File: config.mk
export PLATFORM = sky130hd
export DESIGN_NAME = dark_flat_pixel_calibration
export DESIGN_NICKNAME = d
export VERILOG_FILES = /design/src/design/dfpc_pkg.sv /design/src/design/dfpc_regs.sv /design/src/design/dfpc_front.sv /design/src/design/dfpc_div.sv /design/src/design/dark_flat_pixel_calibration.sv
export SDC_FILE = /design/constraint.sdc
export NUM_CORES = 2
export LEC_CHECK = 0
export BUFFER_PORTS_ARGS = -buffer_cell sky130_fd_sc_hd__buf_2
export CORE_ASPECT_RATIO = 1.5
export CORE_MARGIN = 10
export CORE_UTILIZATION = 50
export DETAILED_ROUTE_END_ITERATION = 16
export PLACE_DENSITY_LB_ADDON = 0.12
export SLEW_MARGIN = 25
export SYNTH_ARGS = -nofsm -noshare
export SYNTH_HDL_FRONTEND = slang
export SYNTH_SLANG_ARGS = --single-unit
File: constraint.sdc
create_clock -name clk_i -period 29.3 [get_ports clk_i]
set_input_delay 1.465 -clock clk_i [delete_from_list [all_inputs] [get_ports clk_i]]
set_output_delay 1.465 -clock clk_i [all_outputs]
set_load 0.1 [all_outputs]
File: src/design/dfpc_pkg.sv
// Shared types, constants and helpers for the dark/flat pixel calibration block.
// No dependencies; every other design file imports this package.
package dfpc_pkg;

  // Field widths
  localparam int unsigned SampleW      = 16;
  localparam int unsigned GainW        = 24;
  localparam int unsigned GainFracBits = 8;   // gain of 1.0 is 256
  localparam int unsigned ProdW        = SampleW + GainW;
  localparam int unsigned NumW         = ProdW - GainFracBits;
  localparam int unsigned DivStagesDef = 4;

  // APB register map, word index from paddr[4:2]
  localparam int unsigned AddrW = 5;
  localparam logic [2:0] RegDarkEn  = 3'd0;
  localparam logic [2:0] RegFlatEn  = 3'd1;
  localparam logic [2:0] RegWide    = 3'd2;
  localparam logic [2:0] RegThree   = 3'd3;
  localparam logic [2:0] RegGain    = 3'd4;
  localparam logic [GainW-1:0] GainReset = GainW'(256);

  // Per-sample operation chosen at the front of the pipe
  typedef enum logic [1:0] {
    OpPass = 2'd0,
    OpDark = 2'd1,
    OpFlat = 2'd2,
    OpZero = 2'd3
  } op_e;

  // Configuration registers
  typedef struct packed {
    logic             dark_en;
    logic             flat_en;
    logic             wide;
    logic             three;
    logic [GainW-1:0] gain;
  } cfg_t;

  // Sideband that rides along the divider
  typedef struct packed {
    op_e                op;
    logic               wide;
    logic [SampleW-1:0] direct;  // result for pass/dark/zero-flat
    logic               last;
  } side_t;

  // One restoring-division step
  typedef struct packed {
    logic               q;
    logic [SampleW-1:0] rem;
  } dstep_t;

  function automatic logic [SampleW-1:0] full_scale(input logic wide);
    return wide ? {SampleW{1'b1}} : SampleW'(8'hFF);
  endfunction

  function automatic dstep_t div_step(input logic [SampleW-1:0] rem,
                                      input logic               nbit,
                                      input logic [SampleW-1:0] divisor);
    logic [SampleW:0] r2;
    logic [SampleW:0] diff;
    dstep_t           res;
    r2   = {rem, nbit};
    diff = r2 - {1'b0, divisor};
    if (r2 >= {1'b0, divisor}) begin
      res.q   = 1'b1;
      res.rem = diff[SampleW-1:0];
    end else begin
      res.q   = 1'b0;
      res.rem = r2[SampleW-1:0];
    end
    return res;
  endfunction

endpackage

File: src/design/dfpc_regs.sv
// APB configuration registers for the calibration block.
// Depends on dfpc_pkg for the register map and cfg_t.
module dfpc_regs (
  input  logic                        clk_i,
  input  logic                        rst_ni,
  input  logic                        psel,
  input  logic                        penable,
  input  logic                        pwrite,
  input  logic [dfpc_pkg::AddrW-1:0]  paddr,
  input  logic [31:0]                 pwdata,
  output logic [31:0]                 prdata,
  output logic                        pready,
  output dfpc_pkg::cfg_t              cfg_o
);
  import dfpc_pkg::*;

  cfg_t       cfg_q;
  logic       wr_en;
  logic [2:0] reg_idx;

  assign pready  = 1'b1;
  assign wr_en   = psel & penable & pwrite & pready;
  assign reg_idx = paddr[4:2];

  // Register writes
  always_ff @(posedge clk_i or negedge rst_ni) begin
    if (!rst_ni) begin
      cfg_q.dark_en <= 1'b0;
      cfg_q.flat_en <= 1'b0;
      cfg_q.wide    <= 1'b0;
      cfg_q.three   <= 1'b0;
      cfg_q.gain    <= GainReset;
    end else if (wr_en) begin
      case (reg_idx)
        RegDarkEn: cfg_q.dark_en <= pwdata[0];
        RegFlatEn: cfg_q.flat_en <= pwdata[0];
        RegWide:   cfg_q.wide    <= pwdata[0];
        RegThree:  cfg_q.three   <= pwdata[0];
        RegGain:   cfg_q.gain    <= pwdata[GainW-1:0];
        default: ;
      endcase
    end
  end

  // Read mux
  always_comb begin
    case (reg_idx)
      RegDarkEn: prdata = {31'd0, cfg_q.dark_en};
      RegFlatEn: prdata = {31'd0, cfg_q.flat_en};
      RegWide:   prdata = {31'd0, cfg_q.wide};
      RegThree:  prdata = {31'd0, cfg_q.three};
      RegGain:   prdata = {{(32-GainW){1'b0}}, cfg_q.gain};
      default:   prdata = 32'd0;
    endcase
  end

  assign cfg_o = cfg_q;

endmodule

File: src/design/dfpc_front.sv
// Front of the pipe: masking, mode decode, dark subtraction, then gain multiply.
// Two register stages; depends on dfpc_pkg.
module dfpc_front (
  input  logic                            clk_i,
  input  logic                            rst_ni,
  input  dfpc_pkg::cfg_t                  cfg_i,
  input  logic                            in_valid_i,
  output logic                            in_ready_o,
  input  logic [dfpc_pkg::SampleW-1:0]    raw_i,
  input  logic [dfpc_pkg::SampleW-1:0]    dark_i,
  input  logic [dfpc_pkg::SampleW-1:0]    flat_i,
  input  logic                            last_i,
  output logic                            out_valid_o,
  input  logic                            out_ready_i,
  output logic [dfpc_pkg::NumW-1:0]       out_num_o,
  output logic [dfpc_pkg::SampleW-1:0]    out_flat_o,
  output dfpc_pkg::side_t                 out_side_o
);
  import dfpc_pkg::*;

  typedef struct packed {
    side_t              side;
    logic [SampleW-1:0] flat;
  } s1_t;

  typedef struct packed {
    side_t              side;
    logic [SampleW-1:0] flat;
    logic [NumW-1:0]    num;
  } s2_t;

  logic               s1_valid_q, s2_valid_q;
  logic               s1_rdy, s2_rdy;
  s1_t                s1_d, s1_q;
  s2_t                s2_d, s2_q;
  logic [SampleW-1:0] full, raw_m, dark_m, flat_m, diff;
  logic               dark_mode, flat_mode, bypass;
  logic [ProdW-1:0]   prod;

  // Stage 1: mask to sample width, clamp difference, pick operation
  always_comb begin
    full      = full_scale(cfg_i.wide);
    raw_m     = raw_i & full;
    dark_m    = dark_i & full;
    flat_m    = flat_i & full;
    diff      = (raw_m > dark_m) ? (raw_m - dark_m) : '0;
    dark_mode = cfg_i.dark_en & ~cfg_i.flat_en;
    flat_mode = cfg_i.flat_en & ~cfg_i.dark_en;
    bypass    = cfg_i.wide & cfg_i.three;

    s1_d.flat      = flat_m;
    s1_d.side.wide = cfg_i.wide;
    s1_d.side.last = last_i;
    if (bypass || !(dark_mode || flat_mode)) begin
      s1_d.side.op     = OpPass;
      s1_d.side.direct = raw_m;
    end else if (dark_mode) begin
      s1_d.side.op     = OpDark;
      s1_d.side.direct = diff;
    end else if (flat_m == '0) begin
      s1_d.side.op     = OpZero;
      s1_d.side.direct = full;
    end else begin
      s1_d.side.op     = OpFlat;
      s1_d.side.direct = diff;   // multiplicand for the flat path
    end
  end

  // Stage 2: difference times Q16.8 gain, fraction bits dropped
  always_comb begin
    prod        = ProdW'(s1_q.side.direct) * ProdW'(cfg_i.gain);
    s2_d.side   = s1_q.side;
    s2_d.flat   = s1_q.flat;
    s2_d.num    = prod[ProdW-1:GainFracBits];
  end

  // Ready chain: a stage loads when empty or when it drains
  assign s2_rdy     = ~s2_valid_q | out_ready_i;
  assign s1_rdy     = ~s1_valid_q | s2_rdy;
  assign in_ready_o = s1_rdy;

  always_ff @(posedge clk_i or negedge rst_ni) begin
    if (!rst_ni) begin
      s1_valid_q <= 1'b0;
      s2_valid_q <= 1'b0;
    end else begin
      if (s1_rdy) s1_valid_q <= in_valid_i;
      if (s2_rdy) s2_valid_q <= s1_valid_q;
    end
  end

  always_ff @(posedge clk_i) begin
    if (s1_rdy && in_valid_i) s1_q <= s1_d;
    if (s2_rdy && s1_valid_q) s2_q <= s2_d;
  end

  assign out_valid_o = s2_valid_q;
  assign out_num_o   = s2_q.num;
  assign out_flat_o  = s2_q.flat;
  assign out_side_o  = s2_q.side;

endmodule

File: src/design/dfpc_div.sv
// Pipelined restoring divider: 32-bit numerator by 16-bit flat sample, 16-bit quotient.
// Flags quotients that do not fit 16 bits; depends on dfpc_pkg.
module dfpc_div #(
  parameter int unsigned DivStages = dfpc_pkg::DivStagesDef
) (
  input  logic                            clk_i,
  input  logic                            rst_ni,
  input  logic                            in_valid_i,
  output logic                            in_ready_o,
  input  logic [dfpc_pkg::NumW-1:0]       in_num_i,
  input  logic [dfpc_pkg::SampleW-1:0]    in_flat_i,
  input  dfpc_pkg::side_t                 in_side_i,
  output logic                            out_valid_o,
  input  logic                            out_ready_i,
  output logic [dfpc_pkg::SampleW-1:0]    out_quo_o,
  output logic                            out_ovf_o,
  output dfpc_pkg::side_t                 out_side_o
);
  import dfpc_pkg::*;

  localparam int unsigned Steps = SampleW / DivStages;

  typedef struct packed {
    logic [SampleW-1:0] rem;
    logic [SampleW-1:0] num;   // numerator bits still to bring down, MSB first
    logic [SampleW-1:0] quo;
    logic [SampleW-1:0] flat;
    logic               ovf;
    side_t              side;
  } dstage_t;

  dstage_t              head;
  dstage_t              src     [DivStages];
  dstage_t              stage_d [DivStages];
  dstage_t              stage_q [DivStages];
  logic [DivStages-1:0] valid_q;
  logic [DivStages-1:0] vin;
  logic [DivStages:0]   rdy;

  // Upper half is the starting remainder; quotient overflows 16 bits
  // exactly when it is not below the divisor
  always_comb begin
    head.rem  = in_num_i[NumW-1:SampleW];
    head.num  = in_num_i[SampleW-1:0];
    head.quo  = '0;
    head.flat = in_flat_i;
    head.ovf  = (in_num_i[NumW-1:SampleW] >= in_flat_i);
    head.side = in_side_i;
  end

  assign rdy[DivStages] = out_ready_i;

  for (genvar k = 0; k < DivStages; k++) begin : g_stage
    if (k == 0) begin : g_first
      assign src[k] = head;
      assign vin[k] = in_valid_i;
    end else begin : g_next
      assign src[k] = stage_q[k-1];
      assign vin[k] = valid_q[k-1];
    end

    // SampleW / DivStages quotient bits per stage
    always_comb begin
      dstage_t cur;
      dstep_t  st;
      cur = src[k];
      for (int j = 0; j < Steps; j++) begin
        st      = div_step(cur.rem, cur.num[SampleW-1], cur.flat);
        cur.rem = st.rem;
        cur.num = {cur.num[SampleW-2:0], 1'b0};
        cur.quo = {cur.quo[SampleW-2:0], st.q};
      end
      stage_d[k] = cur;
    end

    assign rdy[k] = ~valid_q[k] | rdy[k+1];

    always_ff @(posedge clk_i or negedge rst_ni) begin
      if (!rst_ni) begin
        valid_q[k] <= 1'b0;
      end else if (rdy[k]) begin
        valid_q[k] <= vin[k];
      end
    end

    always_ff @(posedge clk_i) begin
      if (rdy[k] && vin[k]) stage_q[k] <= stage_d[k];
    end
  end

  assign in_ready_o  = rdy[0];
  assign out_valid_o = valid_q[DivStages-1];
  assign out_quo_o   = stage_q[DivStages-1].quo;
  assign out_ovf_o   = stage_q[DivStages-1].ovf;
  assign out_side_o  = stage_q[DivStages-1].side;

endmodule

File: src/design/dark_flat_pixel_calibration.sv
// Top level of the dark/flat pixel calibration block: config port, pipe, output stage.
// Depends on dfpc_pkg, dfpc_regs, dfpc_front and dfpc_div.
//
// Usage:
//   Input stream s_axis_*: tdata carries raw, dark and flat samples (16 bits
//   each), tlast marks the last sample of a frame. Output stream m_axis_*:
//   tdata is the corrected sample, tuser flags a zero flat sample (output
//   forced to full scale), tlast copies the input tlast.
//   Configuration goes through the APB port (dark_enable, flat_enable,
//   wide_samples, three_channel, flat_gain at byte addresses 0,4,8,12,16);
//   write it only while the stream is idle.
//   Throughput: one sample per clock while m_axis_tready stays high. Each
//   beat passes through the front stages (mask/subtract, gain multiply),
//   the divider stages that resolve 16/DivStages quotient bits each, and
//   the output register.
//   Reset clears all valid bits and sets the registers to their defaults
//   (pass-through, gain 1.0). When the receiver stalls, the output beat
//   holds and empty stages ahead of it keep filling; s_axis_tready drops
//   only once every stage holds a beat.
module dark_flat_pixel_calibration #(
  parameter int unsigned DivStages = dfpc_pkg::DivStagesDef
) (
  input  logic                        clk_i,
  input  logic                        rst_ni,
  // APB configuration
  input  logic                        psel,
  input  logic                        penable,
  input  logic                        pwrite,
  input  logic [dfpc_pkg::AddrW-1:0]  paddr,
  input  logic [31:0]                 pwdata,
  output logic [31:0]                 prdata,
  output logic                        pready,
  // Input stream
  input  logic                        s_axis_tvalid,
  output logic                        s_axis_tready,
  input  logic [47:0]                 s_axis_tdata,   // raw[15:0], dark[31:16], flat[47:32]
  input  logic                        s_axis_tlast,   // frame_end
  // Output stream
  output logic                        m_axis_tvalid,
  input  logic                        m_axis_tready,
  output logic [15:0]                 m_axis_tdata,   // corrected_sample[15:0]
  output logic                        m_axis_tuser,   // flat_zero
  output logic                        m_axis_tlast    // frame_done
);
  import dfpc_pkg::*;

  cfg_t               cfg;
  logic               fr_valid, fr_ready;
  logic [NumW-1:0]    fr_num;
  logic [SampleW-1:0] fr_flat;
  side_t              fr_side;
  logic               dv_valid, dv_ready;
  logic [SampleW-1:0] dv_quo;
  logic               dv_ovf;
  side_t              dv_side;

  logic               out_valid_q;
  logic [SampleW-1:0] out_data_q, out_data_d;
  logic               out_zero_q, out_zero_d;
  logic               out_last_q;
  logic               out_rdy;
  logic [SampleW-1:0] sat16;

  dfpc_regs u_regs (
    .clk_i   (clk_i),
    .rst_ni  (rst_ni),
    .psel    (psel),
    .penable (penable),
    .pwrite  (pwrite),
    .paddr   (paddr),
    .pwdata  (pwdata),
    .prdata  (prdata),
    .pready  (pready),
    .cfg_o   (cfg)
  );

  dfpc_front u_front (
    .clk_i       (clk_i),
    .rst_ni      (rst_ni),
    .cfg_i       (cfg),
    .in_valid_i  (s_axis_tvalid),
    .in_ready_o  (s_axis_tready),
    .raw_i       (s_axis_tdata[15:0]),
    .dark_i      (s_axis_tdata[31:16]),
    .flat_i      (s_axis_tdata[47:32]),
    .last_i      (s_axis_tlast),
    .out_valid_o (fr_valid),
    .out_ready_i (fr_ready),
    .out_num_o   (fr_num),
    .out_flat_o  (fr_flat),
    .out_side_o  (fr_side)
  );

  dfpc_div #(
    .DivStages (DivStages)
  ) u_div (
    .clk_i       (clk_i),
    .rst_ni      (rst_ni),
    .in_valid_i  (fr_valid),
    .in_ready_o  (fr_ready),
    .in_num_i    (fr_num),
    .in_flat_i   (fr_flat),
    .in_side_i   (fr_side),
    .out_valid_o (dv_valid),
    .out_ready_i (dv_ready),
    .out_quo_o   (dv_quo),
    .out_ovf_o   (dv_ovf),
    .out_side_o  (dv_side)
  );

  // Saturate the quotient and pick the result for the operation
  always_comb begin
    sat16 = dv_ovf ? {SampleW{1'b1}} : dv_quo;
    if (!dv_side.wide && sat16 > full_scale(1'b0)) begin
      sat16 = full_scale(1'b0);
    end
    case (dv_side.op)
      OpFlat:  out_data_d = sat16;
      OpPass,
      OpDark,
      OpZero:  out_data_d = dv_side.direct;
      default: out_data_d = dv_side.direct;
    endcase
    out_zero_d = (dv_side.op == OpZero);
  end

  // Output register
  assign out_rdy  = ~out_valid_q | m_axis_tready;
  assign dv_ready = out_rdy;

  always_ff @(posedge clk_i or negedge rst_ni) begin
    if (!rst_ni) begin
      out_valid_q <= 1'b0;
    end else if (out_rdy) begin
      out_valid_q <= dv_valid;
    end
  end

  always_ff @(posedge clk_i) begin
    if (out_rdy && dv_valid) begin
      out_data_q <= out_data_d;
      out_zero_q <= out_zero_d;
      out_last_q <= dv_side.last;
    end
  end

  assign m_axis_tvalid = out_valid_q;
  assign m_axis_tdata  = out_data_q;
  assign m_axis_tuser  = out_zero_q;
  assign m_axis_tlast  = out_last_q;

  // A zero-flat beat always carries full scale
  a_zero_full: assert property (@(posedge clk_i) disable iff (!rst_ni)
    m_axis_tvalid && m_axis_tuser |-> m_axis_tdata == full_scale(cfg.wide))
    else $error("zero-flat beat not at full scale");

  // Narrow samples never carry an upper byte
  a_narrow: assert property (@(posedge clk_i) disable iff (!rst_ni)
    m_axis_tvalid && !cfg.wide |-> m_axis_tdata[15:8] == 8'd0)
    else $error("8-bit result exceeds 255");

  // Zero-flat flag only in flat mode
  a_flag_mode: assert property (@(posedge clk_i) disable iff (!rst_ni)
    m_axis_tvalid && m_axis_tuser |-> cfg.flat_en && !cfg.dark_en)
    else $error("zero-flat flag outside flat mode");

  // A held output beat survives a stall
  a_hold: assert property (@(posedge clk_i) disable iff (!rst_ni)
    out_valid_q && !m_axis_tready |=> out_valid_q && $stable(out_data_q))
    else $error("output beat lost during stall");

endmodule
==> run_results.csv <==
group,metric,value,unit
sta,clock-skew-final,0.04160,ns
grt,antenna_found_initial,0,
run_status,status,"completed",
job,maxCapViolations,0,
finish,register_area,11870,um2
sta,fin_crit_sh,44.91,%
sta,fmax,0.07600,GHz
drt,routed_wl,106700,um
yosys,synth_area_leader_cell,"edfxtp_1",
finish,multi_input_area,26590,um2
floorplanning,core_area,81200,um2
floorplanning,die_w,253.4,um
yosys,synth.distinct_cells,97,
finish,layout_common_cells,"inv_1 (505), nand2_1 (432), ha_1 (398), edfxtp_1 (366), fa_1 (321)",
worst_setup_path,crit_type,"flip-flop to flip-flop",
place,gp_congestion,0.8903,
worst_setup_path,crit_top_cell,"ha_1",
grt,grt_max_degree,70,
drt,drtIter0Drc,1341,
worst_setup_path,cp.arrival,13.46,ns
yosys,yosys_warnings,0,
yosys,synth_top_area_share,26.89,%
clock_tree,insertion_delay,0.61,ns
yosys,synth_area,40870,um2
drt,drc,0,
floorplanning,num_rows,128,
yosys,ys_seq_area_share,29.04,%
worst_setup_path,crit_path_start_kind,"flip-flop",
grt,grt_pass1_wl,169700,um
drt,drt_first_pass_iters,5,
yosys,synthCells,4132,
place,port_buffers,126,
floorplanning,die_y,370.2,um
yosys,avgSynthCellArea,9.892,um2
finish,fillers,7396,
yosys,ys.flop_type,"edfxtp_1",
clock_tree,cts_buffers,43,
worst_setup_path,worstPathRequired,29.60,ns
finish,nets,5040,
grt,grt.overflow.total,0,
floorplanning,die_area,93810,um2
floorplanning,start_util,50.34,%
worst_setup_path,crit_fanout,35,
grt,first_global_vias,31580,
sta,max_slew_margin,28.40,%
grt,grt.total_usage,22.92,%
finish,final_common_cell,"inv_1",
sta,hold_viol,0,
clock_tree,clockBufferDepth,3,
finish,antennaDiodeCount,0,
sta,worst_pin_slew,1.064,ns
sta,rsz0062_at_grt,"no",
drt,postRouteAntennaNets,0,
finish,drive_gt1_share,11.05,%
place,hpwl,85290,um
worst_setup_path,slowest_delay,0.63,ns
sta,setup_viol,0,
yosys,synthArstFlopShare,8.728,%
yosys,yosys-top-cells-area,"edfxtp_1 (27%), fa_1 (16%), ha_1 (12%)",
worst_setup_path,slowest_stage,"and2_1",
clock_tree,post-cts-setup-buffers,0,
yosys,synth-edff-count,366,
sta,fin_setup_tns,0,ns
clock_tree,clock-root-buffer,"clkbuf_16",
clock_tree,cts_hold_buf,0,
clock_tree,clk_pin_slew,0.06,ns
drt,wire_per_inst,20.13,um
drt,viasPerCell,5.702,
hold_path,hold_class,"flip-flop to flip-flop",
yosys,ys_ff_latch,401,
worst_setup_path,end_kind,"flip-flop",
finish,area_growth_syn_to_layout,8.094,%
sta,maxSlewViolCount,0,
clock_tree,clock-sinks,401,
floorplanning,pin_count,146,
sta,fin_crit,13.16,ns
clock_tree,htreeDepth,2,
clock_tree,cts_tree,"done",
drt,via_count,30240,
clock_tree,cts_resized,0,
-- logic make-up after synthesis --
| kind of cell | Yosys count | synth area share (%) |
|---|---|---|
| AND/OR/NAND/NOR | 1207 | 14.50 |
| XOR/XNOR | 206 | 4.414 |
| flip-flops | 401 | 29.04 |
| AO/OA/AOI/OAI | 762 | 12.56 |
| other | 2 | 0.01837 |
| adder cells (fa/ha/maj) | 719 | 27.91 |
| multiplexers | 193 | 5.434 |
| buffers and inverters | 642 | 6.132 |
-- synth_stat cells (all sizes together) (9+ instances only) --
library cell / instances
a211o: 13
a211oi: 29
a21boi: 10
a21o: 94
a21oi: 206
a31oi: 25
and2: 165
and3: 47
buf: 30
clkbuf: 100
dfrtp: 34
edfxtp: 366
fa: 321
ha: 398
inv: 511
mux2: 163
mux2i: 29
nand2: 432
nand2b: 36
nand3: 59
nand4: 70
nor2: 185
nor2b: 63
nor3: 62
nor4: 24
o2111ai: 10
o211a: 9
o211ai: 23
o21a: 58
o21ai: 144
o21bai: 23
o22a: 9
o311ai: 16
o31ai: 19
or2: 15
or3: 25
xnor2: 144
xor2: 62
-- metrics by stage --
stage | area (um2) | hold slack [ns] | utilization [%] | std cells | worst slack (ns)
finish | 44180 | 0.4119 | 54.41 | 5303 | 16.14
global route | 44180 | 0.4144 | 54.41 | 5303 | 15.08
CTS | 44160 | 0.4140 | 54.38 | 5302 | 15.80
detailed placement | 42650 | 0.4045 | 52.53 | 5222 | 15.78
global placement | 42640 | 0.4002 | 52.52 | 5222 | 15.84
floorplan | 40900 | 0.4003 | - | 4139 | 18.59
-- layout make-up --
| type | instances | area share, % |
|---|---|---|
| Sequential cell | 401 | 26.86 |
| Timing Repair Buffer | 174 | 2.260 |
| Inverter | 512 | 4.350 |
| Clock buffer | 46 | 2.461 |
| Multi-Input combinational cell | 3096 | 60.18 |
| Clock inverter | 34 | 0.9431 |
| Tap cell | 1040 | 2.945 |
-- registers in the layout, summed over array words and instances (netlist names) --
name	cells
m_axis_tvalid	1
u_front.s1_q	36
u_div.valid_q	3
u_front.out_flat_o	16
u_front.out_valid_o	1
m_axis_tlast	1
u_regs.cfg_o	28
u_front.out_num_o	32
u_front.s1_valid_q	1
m_axis_tdata	16
u_front.out_side_o	20
u_div.out_valid_o	1
m_axis_tuser	1
u_div.stage_q	244
-- worst paths after layout --
| path | from | slack [ns] | cells past startpoint | endpoint |
|---|---|---|---|---|
| setup / recovery | u_front.out_flat_o[1] | 16.14 | 43 | u_div.stage_q[0][68] |
| hold / removal | u_front.out_side_o[2] | 0.41 | 0 | u_div.stage_q[0][2] |
| setup reg to reg | u_front.out_flat_o[1] | 16.14 | 43 | u_div.stage_q[0][68] |
| hold reg to reg | u_front.out_side_o[2] | 0.41 | 0 | u_div.stage_q[0][2] |
| max in group asynchronous | rst_ni | 27.77 | 1 | u_regs.cfg_o[27] |
| min in group asynchronous | rst_ni | 0.96 | 1 | u_div.valid_q[1] |
-- critical path, delay by kind of cell, from the launching register on --
kind	cells	cell delay (ns)
buffers and inverters	5	1.54
adder cells (fa/ha/maj)	4	1.33
AND/OR/NAND/NOR	8	2.82
flip-flops	1	0.62
AO/OA/AOI/OAI	25	6.12
multiplexers	1	0.37
-- metal layers --
layer / wire length (um) / GRT usage, % / vias to the layer above
met5: 0 / 0 / -
li1: - / - / 14550
met2: 58330 / 43.95 / 595
met3: 3051 / 1.888 / 259
met4: 6380 / 13.00 / 0
met1: 38990 / 24.02 / 14830
Power is not shown: default switching activity piles up to over one toggle a cycle in this logic, so the estimate is an artifact.
